===== src/design/mpr_pkg.sv =====
package mpr_pkg;

    // Default parameter values
    localparam int COORD_BITS_DEF    = 12;
    localparam int DECISION_BITS_DEF = 32;

    // Fixed field widths
    localparam int FOCAL_W   = 10;
    localparam int STEP_W    = 13;
    localparam int COUNT_W   = 12;
    localparam int ORIGIN_W  = 12;
    localparam int EXTENT_W  = 13;
    localparam int SCREEN_W  = 16;
    localparam int CFG_IDX_W = 3;
    localparam int CFG_DAT_W = 13;

    // Input operation codes
    localparam logic OP_START = 1'b0;
    localparam logic OP_STEP  = 1'b1;

    // Configuration register indexes
    typedef enum logic [CFG_IDX_W-1:0] {
        CFG_ORIGIN_X      = 3'd0,
        CFG_ORIGIN_Y      = 3'd1,
        CFG_SCREEN_WIDTH  = 3'd2,
        CFG_SCREEN_HEIGHT = 3'd3,
        CFG_REGION2_STEPS = 3'd4
    } t_cfg_idx;

    // Register reset values
    localparam logic [ORIGIN_W-1:0] ORIGIN_X_RST      = 12'd400;
    localparam logic [ORIGIN_W-1:0] ORIGIN_Y_RST      = 12'd300;
    localparam logic [EXTENT_W-1:0] SCREEN_WIDTH_RST  = 13'd800;
    localparam logic [EXTENT_W-1:0] SCREEN_HEIGHT_RST = 13'd600;
    localparam logic [COUNT_W-1:0]  REGION2_STEPS_RST = 12'd600;

    typedef struct packed {
        logic [ORIGIN_W-1:0] origin_x;
        logic [ORIGIN_W-1:0] origin_y;
        logic [EXTENT_W-1:0] screen_width;
        logic [EXTENT_W-1:0] screen_height;
        logic [COUNT_W-1:0]  region2_steps;
    } t_cfg;

    // Per-item control from the decision engine
    typedef struct packed {
        logic emit;
        logic last;
    } t_emit_ctl;

    // One mirrored pixel pair
    typedef struct packed {
        logic signed [SCREEN_W-1:0] screen_x;
        logic signed [SCREEN_W-1:0] screen_y_minus;
        logic signed [SCREEN_W-1:0] screen_y_plus;
        logic                       minus_off_screen;
        logic                       plus_off_screen;
        logic                       last;
    } t_pair;

endpackage


===== src/design/mpr_if.sv =====
interface mpr_item_if #(
    parameter int COORD_BITS = mpr_pkg::COORD_BITS_DEF
);
    logic                                valid;
    logic                                ready;
    logic                                op;
    logic signed [COORD_BITS-1:0]        center_x;
    logic signed [COORD_BITS-1:0]        center_y;
    logic        [mpr_pkg::FOCAL_W-1:0]  focal;

    modport source (output valid, op, center_x, center_y, focal, input ready);
    modport sink   (input valid, op, center_x, center_y, focal, output ready);
endinterface

interface mpr_pair_if;
    logic                                 valid;
    logic                                 ready;
    logic signed [mpr_pkg::SCREEN_W-1:0]  screen_x;
    logic signed [mpr_pkg::SCREEN_W-1:0]  screen_y_minus;
    logic signed [mpr_pkg::SCREEN_W-1:0]  screen_y_plus;
    logic                                 minus_off_screen;
    logic                                 plus_off_screen;
    logic                                 last;

    modport source (output valid, screen_x, screen_y_minus, screen_y_plus,
                    minus_off_screen, plus_off_screen, last, input ready);
    modport sink   (input valid, screen_x, screen_y_minus, screen_y_plus,
                    minus_off_screen, plus_off_screen, last, output ready);
endinterface

interface mpr_cfg_if;
    logic                                 valid;
    logic                                 ready;
    logic [mpr_pkg::CFG_IDX_W-1:0]        index;
    logic [mpr_pkg::CFG_DAT_W-1:0]        data;

    modport source (output valid, index, data, input ready);
    modport sink   (input valid, index, data, output ready);
endinterface


===== src/design/mpr_core.sv =====
module mpr_core #(
    parameter int COORD_BITS    = mpr_pkg::COORD_BITS_DEF,
    parameter int DECISION_BITS = mpr_pkg::DECISION_BITS_DEF
) (
    input  logic                                i_clk,
    input  logic                                i_rst_n,
    input  logic                                i_process,
    input  logic                                i_op,
    input  logic signed [COORD_BITS-1:0]        i_center_x,
    input  logic signed [COORD_BITS-1:0]        i_center_y,
    input  logic        [mpr_pkg::FOCAL_W-1:0]  i_focal,
    input  logic        [mpr_pkg::COUNT_W-1:0]  i_region2_steps,
    output mpr_pkg::t_emit_ctl                  o_ctl,
    output logic        [mpr_pkg::STEP_W-1:0]   o_step_x,
    output logic        [mpr_pkg::STEP_W-1:0]   o_step_y,
    output logic signed [COORD_BITS-1:0]        o_center_x,
    output logic signed [COORD_BITS-1:0]        o_center_y
);
    import mpr_pkg::*;

    localparam int DB = DECISION_BITS;

    typedef enum logic [1:0] {
        PH_IDLE,
        PH_R1,
        PH_R2
    } t_phase;

    t_phase                       r_phase, n_phase;
    logic [STEP_W-1:0]            r_step_x, n_step_x;
    logic [STEP_W-1:0]            r_step_y, n_step_y;
    logic [DB-1:0]                r_dec, n_dec;
    logic [COUNT_W-1:0]           r_left, n_left;
    logic signed [COORD_BITS-1:0] r_cx, n_cx;
    logic signed [COORD_BITS-1:0] r_cy, n_cy;
    logic [FOCAL_W-1:0]           r_focal, n_focal;
    // Running y*y + y and 4a*(x+1), kept for the region 2 entry value
    logic [DB-1:0]                r_sq, n_sq;
    logic [DB-1:0]                r_fx, n_fx;

    logic [DB-1:0]                four_a;
    logic [DB-1:0]                four_a_in;
    logic [STEP_W-1:0]            y_inc;
    logic [DB-1:0]                two_y_inc;
    logic [COUNT_W-1:0]           left_dec;

    assign four_a    = {{(DB-FOCAL_W-2){1'b0}}, r_focal, 2'b00};
    assign four_a_in = {{(DB-FOCAL_W-2){1'b0}}, i_focal, 2'b00};
    assign y_inc     = r_step_y + STEP_W'(1);
    assign two_y_inc = {{(DB-STEP_W-1){1'b0}}, y_inc, 1'b0};
    assign left_dec  = r_left - COUNT_W'(1);

    // Next state for one processed item
    always_comb begin
        n_phase  = r_phase;
        n_step_x = r_step_x;
        n_step_y = r_step_y;
        n_dec    = r_dec;
        n_left   = r_left;
        n_cx     = r_cx;
        n_cy     = r_cy;
        n_focal  = r_focal;
        n_sq     = r_sq;
        n_fx     = r_fx;
        o_ctl    = '0;
        if (i_process) begin
            if (i_op == OP_START) begin
                n_cx     = i_center_x;
                n_cy     = i_center_y;
                n_focal  = i_focal;
                n_step_x = '0;
                n_step_y = '0;
                n_sq     = '0;
                n_fx     = four_a_in;
                if (i_focal == '0) begin
                    // Empty region 1: decision y*y+y-4a(x+1) is zero here
                    n_dec  = '0;
                    n_left = i_region2_steps;
                    n_phase = (i_region2_steps == '0) ? PH_IDLE : PH_R2;
                end else begin
                    n_phase = PH_R1;
                    n_left  = {1'b0, i_focal, 1'b0};
                    n_dec   = DB'(1) - {{(DB-FOCAL_W-1){1'b0}}, i_focal, 1'b0};
                end
            end else begin
                unique case (r_phase)
                    PH_R1: begin
                        o_ctl.emit = 1'b1;
                        o_ctl.last = (r_left == COUNT_W'(1)) && (i_region2_steps == '0);
                        n_step_y   = y_inc;
                        n_sq       = r_sq + two_y_inc;
                        if (!r_dec[DB-1]) begin
                            n_step_x = r_step_x + STEP_W'(1);
                            n_fx     = r_fx + four_a;
                            n_dec    = r_dec + two_y_inc + DB'(1) - four_a;
                        end else begin
                            n_dec    = r_dec + two_y_inc + DB'(1);
                        end
                        n_left = left_dec;
                        if (left_dec == '0) begin
                            n_left  = i_region2_steps;
                            n_dec   = n_sq - n_fx;
                            n_phase = (i_region2_steps == '0) ? PH_IDLE : PH_R2;
                        end
                    end
                    PH_R2: begin
                        o_ctl.emit = 1'b1;
                        o_ctl.last = (r_left == COUNT_W'(1));
                        n_step_x   = r_step_x + STEP_W'(1);
                        if (r_dec[DB-1]) begin
                            n_step_y = y_inc;
                            n_dec    = r_dec + two_y_inc - four_a;
                        end else begin
                            n_dec    = r_dec - four_a;
                        end
                        n_left = left_dec;
                        if (left_dec == '0) begin
                            n_phase = PH_IDLE;
                        end
                    end
                    default: begin
                        // Idle or finished: drop the step
                    end
                endcase
            end
        end
    end

    // Hold decision state
    always_ff @(posedge i_clk) begin
        if (!i_rst_n) begin
            r_phase  <= PH_IDLE;
            r_step_x <= '0;
            r_step_y <= '0;
            r_dec    <= '0;
            r_left   <= '0;
            r_cx     <= '0;
            r_cy     <= '0;
            r_focal  <= '0;
            r_sq     <= '0;
            r_fx     <= '0;
        end else begin
            r_phase  <= n_phase;
            r_step_x <= n_step_x;
            r_step_y <= n_step_y;
            r_dec    <= n_dec;
            r_left   <= n_left;
            r_cx     <= n_cx;
            r_cy     <= n_cy;
            r_focal  <= n_focal;
            r_sq     <= n_sq;
            r_fx     <= n_fx;
        end
    end

    assign o_step_x   = r_step_x;
    assign o_step_y   = r_step_y;
    assign o_center_x = r_cx;
    assign o_center_y = r_cy;

endmodule


===== src/design/mpr_map.sv =====
module mpr_map #(
    parameter int COORD_BITS = mpr_pkg::COORD_BITS_DEF
) (
    input  mpr_pkg::t_cfg                       i_cfg,
    input  mpr_pkg::t_emit_ctl                  i_ctl,
    input  logic        [mpr_pkg::STEP_W-1:0]   i_step_x,
    input  logic        [mpr_pkg::STEP_W-1:0]   i_step_y,
    input  logic signed [COORD_BITS-1:0]        i_center_x,
    input  logic signed [COORD_BITS-1:0]        i_center_y,
    output mpr_pkg::t_pair                      o_pair
);
    import mpr_pkg::*;

    localparam int SW = ((COORD_BITS > STEP_W) ? COORD_BITS : STEP_W) + 4;

    logic signed [SW-1:0] step_x_s, step_y_s, cx_s, cy_s;
    logic signed [SW-1:0] ox_s, oy_s, wid_s, hgt_s;
    logic signed [SW-1:0] sx, sym, syp;
    logic                 sx_out;

    assign step_x_s = SW'($signed({1'b0, i_step_x}));
    assign step_y_s = SW'($signed({1'b0, i_step_y}));
    assign cx_s     = SW'(i_center_x);
    assign cy_s     = SW'(i_center_y);
    assign ox_s     = SW'($signed({1'b0, i_cfg.origin_x}));
    assign oy_s     = SW'($signed({1'b0, i_cfg.origin_y}));
    assign wid_s    = SW'($signed({1'b0, i_cfg.screen_width}));
    assign hgt_s    = SW'($signed({1'b0, i_cfg.screen_height}));

    // Map user coordinates to screen, flipping rows
    assign sx  = step_x_s + cx_s + ox_s;
    assign sym = hgt_s - (cy_s - step_y_s) - oy_s;
    assign syp = hgt_s - (cy_s + step_y_s) - oy_s;

    // Off-screen tests share the column check
    assign sx_out = sx[SW-1] || (sx > wid_s);

    always_comb begin
        o_pair.screen_x         = sx[SCREEN_W-1:0];
        o_pair.screen_y_minus   = sym[SCREEN_W-1:0];
        o_pair.screen_y_plus    = syp[SCREEN_W-1:0];
        o_pair.minus_off_screen = sx_out || sym[SW-1] || (sym > hgt_s);
        o_pair.plus_off_screen  = sx_out || syp[SW-1] || (syp > hgt_s);
        o_pair.last             = i_ctl.last;
    end

endmodule


===== src/design/midpoint_parabola_rasterizer.sv =====
// Midpoint parabola rasterizer for y^2 = 4ax, opening rightward.
// Channels: i_item takes start (op 0: vertex and focal value) and step (op 1)
// items; o_pair delivers one mirrored pixel pair per step, with off-screen
// flags and a last marker; i_cfg writes the five screen and count registers
// and is always ready. Write configuration only while no item is in flight.
// A step goes through the input register and the output register to o_pair.
// Throughput: one item per cycle unless o_pair stalls; the decision update is
// incremental per pair, and region 2 starts from running sums kept in region 1.
// Start items and steps while idle or past the last pair give no pair.
// Reset (synchronous, active low) restores register defaults and leaves the
// curve idle with no pair pending.
// When o_pair stalls, the pending pair holds and one more item waits in the
// input register; i_item.ready then drops until the pair is taken.
module midpoint_parabola_rasterizer #(
    parameter int COORD_BITS    = mpr_pkg::COORD_BITS_DEF,
    parameter int DECISION_BITS = mpr_pkg::DECISION_BITS_DEF
) (
    input  logic       i_clk,
    input  logic       i_rst_n,
    mpr_item_if.sink   i_item,
    mpr_cfg_if.sink    i_cfg,
    mpr_pair_if.source o_pair
);
    import mpr_pkg::*;

    t_cfg                         r_cfg;
    logic                         r_in_valid;
    logic                         r_in_op;
    logic signed [COORD_BITS-1:0] r_in_cx;
    logic signed [COORD_BITS-1:0] r_in_cy;
    logic [FOCAL_W-1:0]           r_in_focal;
    logic                         r_out_valid;
    t_pair                        r_out;

    logic                         out_free;
    logic                         process;
    logic                         in_xfer;
    t_emit_ctl                    ctl;
    logic [STEP_W-1:0]            step_x, step_y;
    logic signed [COORD_BITS-1:0] cur_cx, cur_cy;
    t_pair                        pair;

    assign out_free     = !r_out_valid || o_pair.ready;
    assign process      = r_in_valid && out_free;
    assign i_item.ready = !r_in_valid || out_free;
    assign in_xfer      = i_item.valid && i_item.ready;
    assign i_cfg.ready  = 1'b1;

    // Register file writes
    always_ff @(posedge i_clk) begin
        if (!i_rst_n) begin
            r_cfg.origin_x      <= ORIGIN_X_RST;
            r_cfg.origin_y      <= ORIGIN_Y_RST;
            r_cfg.screen_width  <= SCREEN_WIDTH_RST;
            r_cfg.screen_height <= SCREEN_HEIGHT_RST;
            r_cfg.region2_steps <= REGION2_STEPS_RST;
        end else if (i_cfg.valid) begin
            unique case (i_cfg.index)
                CFG_ORIGIN_X:      r_cfg.origin_x      <= i_cfg.data[ORIGIN_W-1:0];
                CFG_ORIGIN_Y:      r_cfg.origin_y      <= i_cfg.data[ORIGIN_W-1:0];
                CFG_SCREEN_WIDTH:  r_cfg.screen_width  <= i_cfg.data[EXTENT_W-1:0];
                CFG_SCREEN_HEIGHT: r_cfg.screen_height <= i_cfg.data[EXTENT_W-1:0];
                CFG_REGION2_STEPS: r_cfg.region2_steps <= i_cfg.data[COUNT_W-1:0];
                default: begin
                    // Unknown index: drop the write
                end
            endcase
        end
    end

    // Input register: capture on transfer, release when processed
    always_ff @(posedge i_clk) begin
        if (!i_rst_n) begin
            r_in_valid <= 1'b0;
        end else begin
            r_in_valid <= in_xfer || (r_in_valid && !process);
        end
    end

    always_ff @(posedge i_clk) begin
        if (in_xfer) begin
            r_in_op    <= i_item.op;
            r_in_cx    <= i_item.center_x;
            r_in_cy    <= i_item.center_y;
            r_in_focal <= i_item.focal;
        end
    end

    mpr_core #(
        .COORD_BITS    (COORD_BITS),
        .DECISION_BITS (DECISION_BITS)
    ) u_core (
        .i_clk           (i_clk),
        .i_rst_n         (i_rst_n),
        .i_process       (process),
        .i_op            (r_in_op),
        .i_center_x      (r_in_cx),
        .i_center_y      (r_in_cy),
        .i_focal         (r_in_focal),
        .i_region2_steps (r_cfg.region2_steps),
        .o_ctl           (ctl),
        .o_step_x        (step_x),
        .o_step_y        (step_y),
        .o_center_x      (cur_cx),
        .o_center_y      (cur_cy)
    );

    mpr_map #(
        .COORD_BITS (COORD_BITS)
    ) u_map (
        .i_cfg      (r_cfg),
        .i_ctl      (ctl),
        .i_step_x   (step_x),
        .i_step_y   (step_y),
        .i_center_x (cur_cx),
        .i_center_y (cur_cy),
        .o_pair     (pair)
    );

    // Output register: load a pair on process, clear on transfer
    always_ff @(posedge i_clk) begin
        if (!i_rst_n) begin
            r_out_valid <= 1'b0;
        end else if (process) begin
            r_out_valid <= ctl.emit;
        end else if (o_pair.ready) begin
            r_out_valid <= 1'b0;
        end
    end

    always_ff @(posedge i_clk) begin
        if (process && ctl.emit) begin
            r_out <= pair;
        end
    end

    assign o_pair.valid            = r_out_valid;
    assign o_pair.screen_x         = r_out.screen_x;
    assign o_pair.screen_y_minus   = r_out.screen_y_minus;
    assign o_pair.screen_y_plus    = r_out.screen_y_plus;
    assign o_pair.minus_off_screen = r_out.minus_off_screen;
    assign o_pair.plus_off_screen  = r_out.plus_off_screen;
    assign o_pair.last             = r_out.last;

endmodule


===== src/flat_wrapper.sv =====
// flat-port wrapper written by rule: the top's interface ports become plain ports
module midpoint_parabola_rasterizer_flat import mpr_pkg::*;
#(
    parameter int COORD_BITS    = mpr_pkg::COORD_BITS_DEF,
    parameter int DECISION_BITS = mpr_pkg::DECISION_BITS_DEF
)
  (i_clk, i_rst_n, i_item_valid, i_item_op, i_item_center_x, i_item_center_y, i_item_focal, i_item_ready, i_cfg_valid, i_cfg_index, i_cfg_data, i_cfg_ready, o_pair_valid, o_pair_screen_x, o_pair_screen_y_minus, o_pair_screen_y_plus, o_pair_minus_off_screen, o_pair_plus_off_screen, o_pair_last, o_pair_ready);
  mpr_item_if #(.COORD_BITS(COORD_BITS)) i_item_i ();
  mpr_cfg_if i_cfg_i ();
  mpr_pair_if o_pair_i ();
  input  logic i_clk;
  input  logic i_rst_n;
  input wire logic [$bits(i_item_i.valid)-1:0] i_item_valid;
  input wire logic [$bits(i_item_i.op)-1:0] i_item_op;
  input wire logic [$bits(i_item_i.center_x)-1:0] i_item_center_x;
  input wire logic [$bits(i_item_i.center_y)-1:0] i_item_center_y;
  input wire logic [$bits(i_item_i.focal)-1:0] i_item_focal;
  output wire logic [$bits(i_item_i.ready)-1:0] i_item_ready;
  input wire logic [$bits(i_cfg_i.valid)-1:0] i_cfg_valid;
  input wire logic [$bits(i_cfg_i.index)-1:0] i_cfg_index;
  input wire logic [$bits(i_cfg_i.data)-1:0] i_cfg_data;
  output wire logic [$bits(i_cfg_i.ready)-1:0] i_cfg_ready;
  output wire logic [$bits(o_pair_i.valid)-1:0] o_pair_valid;
  output wire logic [$bits(o_pair_i.screen_x)-1:0] o_pair_screen_x;
  output wire logic [$bits(o_pair_i.screen_y_minus)-1:0] o_pair_screen_y_minus;
  output wire logic [$bits(o_pair_i.screen_y_plus)-1:0] o_pair_screen_y_plus;
  output wire logic [$bits(o_pair_i.minus_off_screen)-1:0] o_pair_minus_off_screen;
  output wire logic [$bits(o_pair_i.plus_off_screen)-1:0] o_pair_plus_off_screen;
  output wire logic [$bits(o_pair_i.last)-1:0] o_pair_last;
  input wire logic [$bits(o_pair_i.ready)-1:0] o_pair_ready;
  assign i_item_i.valid = i_item_valid;
  assign i_item_i.op = i_item_op;
  assign i_item_i.center_x = i_item_center_x;
  assign i_item_i.center_y = i_item_center_y;
  assign i_item_i.focal = i_item_focal;
  assign i_item_ready = i_item_i.ready;
  assign i_cfg_i.valid = i_cfg_valid;
  assign i_cfg_i.index = i_cfg_index;
  assign i_cfg_i.data = i_cfg_data;
  assign i_cfg_ready = i_cfg_i.ready;
  assign o_pair_valid = o_pair_i.valid;
  assign o_pair_screen_x = o_pair_i.screen_x;
  assign o_pair_screen_y_minus = o_pair_i.screen_y_minus;
  assign o_pair_screen_y_plus = o_pair_i.screen_y_plus;
  assign o_pair_minus_off_screen = o_pair_i.minus_off_screen;
  assign o_pair_plus_off_screen = o_pair_i.plus_off_screen;
  assign o_pair_last = o_pair_i.last;
  assign o_pair_i.ready = o_pair_ready;
  midpoint_parabola_rasterizer #(.COORD_BITS(COORD_BITS), .DECISION_BITS(DECISION_BITS)) u_core (.i_clk(i_clk), .i_rst_n(i_rst_n), .i_item(i_item_i), .i_cfg(i_cfg_i), .o_pair(o_pair_i));
endmodule

===== config.mk =====
export PLATFORM = sky130hd
export DESIGN_NAME = midpoint_parabola_rasterizer_flat
export DESIGN_NICKNAME = d
export VERILOG_FILES = /design/src/design/mpr_pkg.sv /design/src/design/mpr_if.sv /design/src/design/mpr_core.sv /design/src/design/mpr_map.sv /design/src/design/midpoint_parabola_rasterizer.sv /design/src/flat_wrapper.sv
export SDC_FILE = /design/constraint.sdc
export NUM_CORES = 1
export LEC_CHECK = 0
export BUFFER_PORTS_ARGS = -buffer_cell sky130_fd_sc_hd__buf_4
export CAP_MARGIN = 20
export CELL_PAD_IN_SITES_DETAIL_PLACEMENT = 1
export CELL_PAD_IN_SITES_GLOBAL_PLACEMENT = 2
export CORE_UTILIZATION = 28
export CTS_BUF_LIST = sky130_fd_sc_hd__clkbuf_4
export DETAILED_ROUTE_END_ITERATION = 6
export HOLD_SLACK_MARGIN = 0.05
export MAX_ROUTING_LAYER = met4
export PLACE_DENSITY_LB_ADDON = 0.1
export SYNTH_ARGS = -nofsm -noshare
export SYNTH_HDL_FRONTEND = slang
export SYNTH_SLANG_ARGS = --single-unit

===== constraint.sdc =====
create_clock -name i_clk -period 6.4 [get_ports i_clk]
set_input_delay 0.64 -clock i_clk [delete_from_list [all_inputs] [get_ports i_clk]]
set_output_delay 0.64 -clock i_clk [all_outputs]
set_load 0.01 [all_outputs]

# Word-level counts from Yosys, hierarchy flattened
# Cells that the tools add are included.
# W data, S select, Z words.
# classes
n_addsub	20
bitwise	1
n_mux	35
n_reduce_logical	33
n_eq_ne	13
order_cmp	3
# op_table
cell	count
$mux W32	13
$sub A32 B12 Y32	3
$add A32 B14 Y32	2
$pmux W32 S2	1
$mux W13	4
$pmux W13 S2	2
$gt A17 B14 Y1	3
$mux W12	3
$sub A16 B13 Y17	2
$add A32 B1 Y32 const B	1
$add A32 B12 Y32	1
$sub A14 B15 Y16	2
$sub A32 B32 Y32	1
$add A13 B1 Y13 const B	2
$logic_not A12 Y1	2
$pmux W12 S2	1
$reduce_and A2 Y1	9
$add A17 B13 Y17	1
$add A12 B14 Y15	1
$add A14 B12 Y15	1
$ne A3 B3 Y1 const B	5
$sub A12 B14 Y15	1
$mux W2	7
$eq A12 B1 Y1 const B	1
other kinds (19)	36
# word_totals
wordCells	132
output_inout_bits	54
in_bits	56
ff_bits	320

# Longest topological paths before layout
# logic_depth
word_depth	9
depth_mapped	28
mapped_depth_nobuf	28

# Hierarchy
# From an unflattened synthesis, not the netlist that was laid out.
# unflattened
cells_unflattened	2907
hier_area_um2	24643.6
# modules_own_cells
mod	area_per_inst_um2	cells_per_inst	seq_area_each_um2	n_inst
mpr_core	14978.1	2017	3343.2	1
midpoint_parabola_rasterizer	5068.6	329	3863.7	1
mpr_map	4596.9	561	0.0	1

# Worst setup path before layout
# OpenSTA, ideal clock, no wires.
# synth_timing
kind	register -> register
start	reg u_core.u_core.r_step_y[0], in the netlist u_core.u_core.o_step_y[0]
end	reg u_core.u_core.r_dec[23]
arrival_ps	5531
path_stages_with_launch	26
setup_ps	86
path_slack_ps	783
required_ps	6314
path_buffers	0
path_cell_list	dfxtp_1 > ha_1 > ha_1 > a21o_1 > a21oi_1 > o21ai_0 > a21oi_1 > o21ai_0 > a21oi_1 > o21ai_0 > a2111o_1 > a41oi_1 > nor2_1 > nand2_1 > xnor2_1 > ha_1 > a31o_2 > a211oi_1 > nor2_1 > a41oi_1 > nor2_1 > o21ai_0 > or3b_2 > nand3_1 > a21oi_1 > a211oi_1
# synth_between
elab_chain_len	8
word_cells_on_any_way	12
# synth_rtl
item	line_no	rtl
from (decl)	mpr_core.sv:31	logic [STEP_W-1:0] r_step_y, n_step_y;
from (signal assigned)	mpr_core.sv:145	r_step_y <= n_step_y;
$add A13 B1 Y13 (*)	mpr_core.sv:49	assign y_inc = r_step_y + STEP_W'(1);
$add A32 B14 Y32	mpr_core.sv:95, mpr_core.sv:97, mpr_core.sv:112	
$add A32 B1 Y32	mpr_core.sv:95, mpr_core.sv:97	
$sub A32 B12 Y32	mpr_core.sv:95	n_dec = r_dec + two_y_inc + DB'(1) - four_a;
$mux W32	mpr_core.sv:92	if (!r_dec[DB-1]) begin
$mux W32	mpr_core.sv:100	if (left_dec == '0) begin
$pmux W32 S2 (*)	mpr_core.sv:86	unique case (r_phase)
$mux W32 (*)	mpr_core.sv:67	if (i_op == OP_START) begin
to (signal assigned)	mpr_core.sv:146	r_dec <= n_dec;
to (decl)	mpr_core.sv:32	logic [DB-1:0] r_dec, n_dec;
# Every way passes the cells marked *; elsewhere a longest branch is shown, timed or not.
# A chain may end at the register's enable or synchronous reset.

==> out/results.txt <==
post-synth net total - 3228
Post-Synthesis Cells - 2919
sequential area share after synthesis - 29.9%
CP Launch Type - flop
worst skew pair latency - 0.94 ns
worst setup margin - 0.370 ns
CP endpoint kind - flop
global-route wire length before repair - 140000 microns
Internal - 4.00 mW
commonest non-fill, non-tap cell in the layout - nand2_1
leading cell types in the layout, fill and taps excluded - nand2_1 (339), a21oi_1 (283), nor2_1 (252)
drt drc - 0
CP bufs+invs - 1
core outline area - 85300 sq um
fin cells - 4410
placed cell count - 4163
DP HPWL - 70000 microns
Port Buffers - 108
Post-Place Cell Area - 26800 sq um
antenna-violating nets left - 0
Logic pwr share - 28.6%
final hold vios - 0
gpl congestion - 0.866
initial DRC count - 1024
Vias - 22400
Wirelength per Cell - 20.6 microns
die width - 296 microns
fmax - 0.166 GHz
Avg Cell Area, Syn - 8.27 sq um
Post-Syn Area - 24100 sq um
Critical Path AT - 6.61 ns
Cell variety after synth - 101
number of global-route vias before repair - 23100
min Tclk post-route - 6.03 ns
number of synthesized flops with an enable pin - 86
clock share of power - 35.0%
area of the multi-input gates - 15800 sq um
cell area after layout - 28800 sq um
P_sw - 2.12 mW
total CTS buffers - 103
Leak - 11.6 nW
Hold WS - 0.122 ns
Min-Delay Path Class - input port to flop
Post-Route WL - 91000 microns
Worst path max stage delay - 0.59 ns
Final Setup Violations - 0
Ys Warns - 0
CTS max path bufs - 3
layout cells sized above 1 - 15.2%
Max VDD drop - 0.000186 V
kind of critical path - flop to flop
Crit path max-delay family - compound AO/OA/AOI/OAI gates
Critical Path, Cell by Cell - inv_1 > fa_1 > fa_1 > ha_1 > o21ai_0 > a21boi_0 > o21ai_0 > a21boi_0 > o21ai_0 > a21boi_0 > o21a_1 > o21ai_0 > a211oi_1 > nor2_1 > ha_1 > nand4_1 > or4_4 > a221oi_1 > nand4b_1
Pre-antenna DRT Iters - 5
grt ovf - 0
mean number of vias per cell - 5.08
RSZ-0062 raised after global routing - false
Slew @ Worst Pin - 0.985 ns
slew margin rel. - 33.7%
pwr dens - 213 nW/um^2
Die ar. - 87300 sq um
cell mode on critical path - o21ai_0
Initial Util - 28.3%
Ports - 110
largest net degree at the start of global routing - 64
power share of the sequential group - 36.4%
initial antenna violation count - 3
Clock transition at path regs - 0.06 ns
DIE HEIGHT - 296 microns
Synth Flop Type - dfxtp_1
std cell rows - 107
Sequential Area - 7210 sq um
Clock Root Buffer - clkbuf_4
fraction of power spent switching nets - 34.7%
Pins Over Slew Limit - 0
H-tree levels - 3
MaxCap Viol Count - 0
Worst Skew - 0.0894 ns
#FFs+latches synth - 317
Overall Global Routing Usage - 21.5%
Worst path slowest cell - or4_4
Final Util - 33.7%
Layout area overhead - 19.3%
CP required - 6.98 ns
status - completed
CTS tree - done
Clock Sink Count - 317
Place WS - -0.232 ns
Nets - 3487
Final period util - 94.2%
# fillers - 10200
CP max FO - 4
async set-reset flop share out of synthesis - 0%
[cells in the mapped netlist, types with 16 or more instances]
master	count	share of area (%)
nor2b_1	20	0.52
xor2_1	91	3.3
nand3_1	69	1.4
a211oi_1	34	1.1
o21bai_1	25	0.78
o211ai_1	32	1.0
a21o_1	54	1.7
nand2_1	339	5.3
ha_1	196	10
and3_1	33	0.86
nand4_1	31	0.80
nand2b_1	16	0.41
o21a_1	17	0.53
a21boi_0	17	0.53
nor2_1	254	4.0
xnor2_1	179	6.5
a21oi_1	288	6.0
a22oi_1	27	0.84
dfxtp_1	231	19
edfxtp_1	86	11
inv_1	196	3.0
clkbuf_1	106	1.6
nor3_1	73	1.5
o21ai_0	144	3.0
a31oi_1	18	0.47
fa_1	57	4.7
or3_1	21	0.54
nor4_1	21	0.54
[flip-flops by register name, indices dropped and copies added (netlist names), 13 cells and up]
name / flops
u_core.o_pair.screen_y_minus: 16
u_core.u_core.r_sq: 31
u_core.r_cfg: 62
u_core.o_pair.screen_y_plus: 16
u_core.u_core.o_step_y: 13
u_core.u_core.r_fx: 30
u_core.u_core.o_step_x: 13
u_core.u_core.r_dec: 32
u_core.o_pair.screen_x: 16
[per-stage QoR]
step	total power [mW]	TNS, ns
floorplan	3.35	0
global placement	3.94	0
global route	6.52	0
finish	6.12	0
CTS	6.23	0
detailed placement	3.97	-0.819
[worst register-to-register path, cell delays in order (launching register included)]
cell and delay (ns):
dfxtp_1 0.39, inv_1 0.13, fa_1 0.58, fa_1 0.43
ha_1 0.35, o21ai_0 0.15, a21boi_0 0.36, o21ai_0 0.17
a21boi_0 0.27, o21ai_0 0.16, a21boi_0 0.32, o21a_1 0.21
o21ai_0 0.15, a211oi_1 0.34, nor2_1 0.13, ha_1 0.31
nand4_1 0.22, or4_4 0.59, a221oi_1 0.29, nand4b_1 0.13
[power by group through the flow]
stage	Sequential, mW	Combinational (mW)	Clock [mW]
5_1_grt	2.24	1.94	2.35
6_report	2.23	1.75	2.14
3_5_place_dp	2.27	1.70	0
3_3_place_gp	2.27	1.68	0
2_1_floorplan	2.23	1.12	0
4_1_cts	2.23	1.74	2.26
[per-layer routing]
metal  GRT usage, %  part of all wire, %  vias to the layer above
met5              -                    0                        -
met2           31.9                   43                      339
met4           5.47                  2.3                        0
met3           2.83                  3.0                      129
met1           30.6                   52                    11000
li1               -                    -                    10900
[worst paths after layout]
check,depth (start not counted),start,to,slack [ns]
setup / recovery,19,u_core.u_core.o_step_y[2]$_SDFFE_PN0P_,u_core.o_pair.plus_off_screen$_DFFE_PP_,0.37
hold / removal,4,i_cfg_index[1],u_core.r_cfg[49]$_SDFFE_PN0P_,0.12
setup reg to reg,19,u_core.u_core.o_step_y[2]$_SDFFE_PN0P_,u_core.o_pair.plus_off_screen$_DFFE_PP_,0.37
hold reg to reg,2,u_core.r_cfg[35]$_SDFFE_PN0P_,u_core.r_cfg[35]$_SDFFE_PN0P_,0.46
[cells by family after synthesis]
| group | share of synthesized area [%] |
|---|---|
| buffers and inverters | 5.26 |
| AO/OA/AOI/OAI | 20.4 |
| AND/OR/NAND/NOR | 18.5 |
| multiplexers | 1.19 |
| flip-flops | 29.9 |
| XOR/XNOR | 9.87 |
| other | 0.0155 |
| adder cells (fa/ha/maj) | 14.9 |
[what timing repair did]
| action | CTS | global route |
|---|---|---|
| setup buffers | 0 | 1 |
| pin swaps | 0 | 2 |
| gates resized for setup | 3 | 30 |
| hold buffers | 52 | 0 |
| setup endpoints to repair | 7 | 15 |
| hold endpoints to repair | 105 | 0 |
[cell type report]
class | instances | share of cell area, %
inverter | 196 | 2.57
clock inverter | 27 | 0.430
tap | 1144 | 4.97
clock buffer | 160 | 4.17
antenna | 6 | 0.0522
timing repair buffer | 281 | 7.83
multi-input combinational | 2279 | 54.9
sequential | 317 | 25.0
No activity file was read; power rests on OpenSTA's default activity.
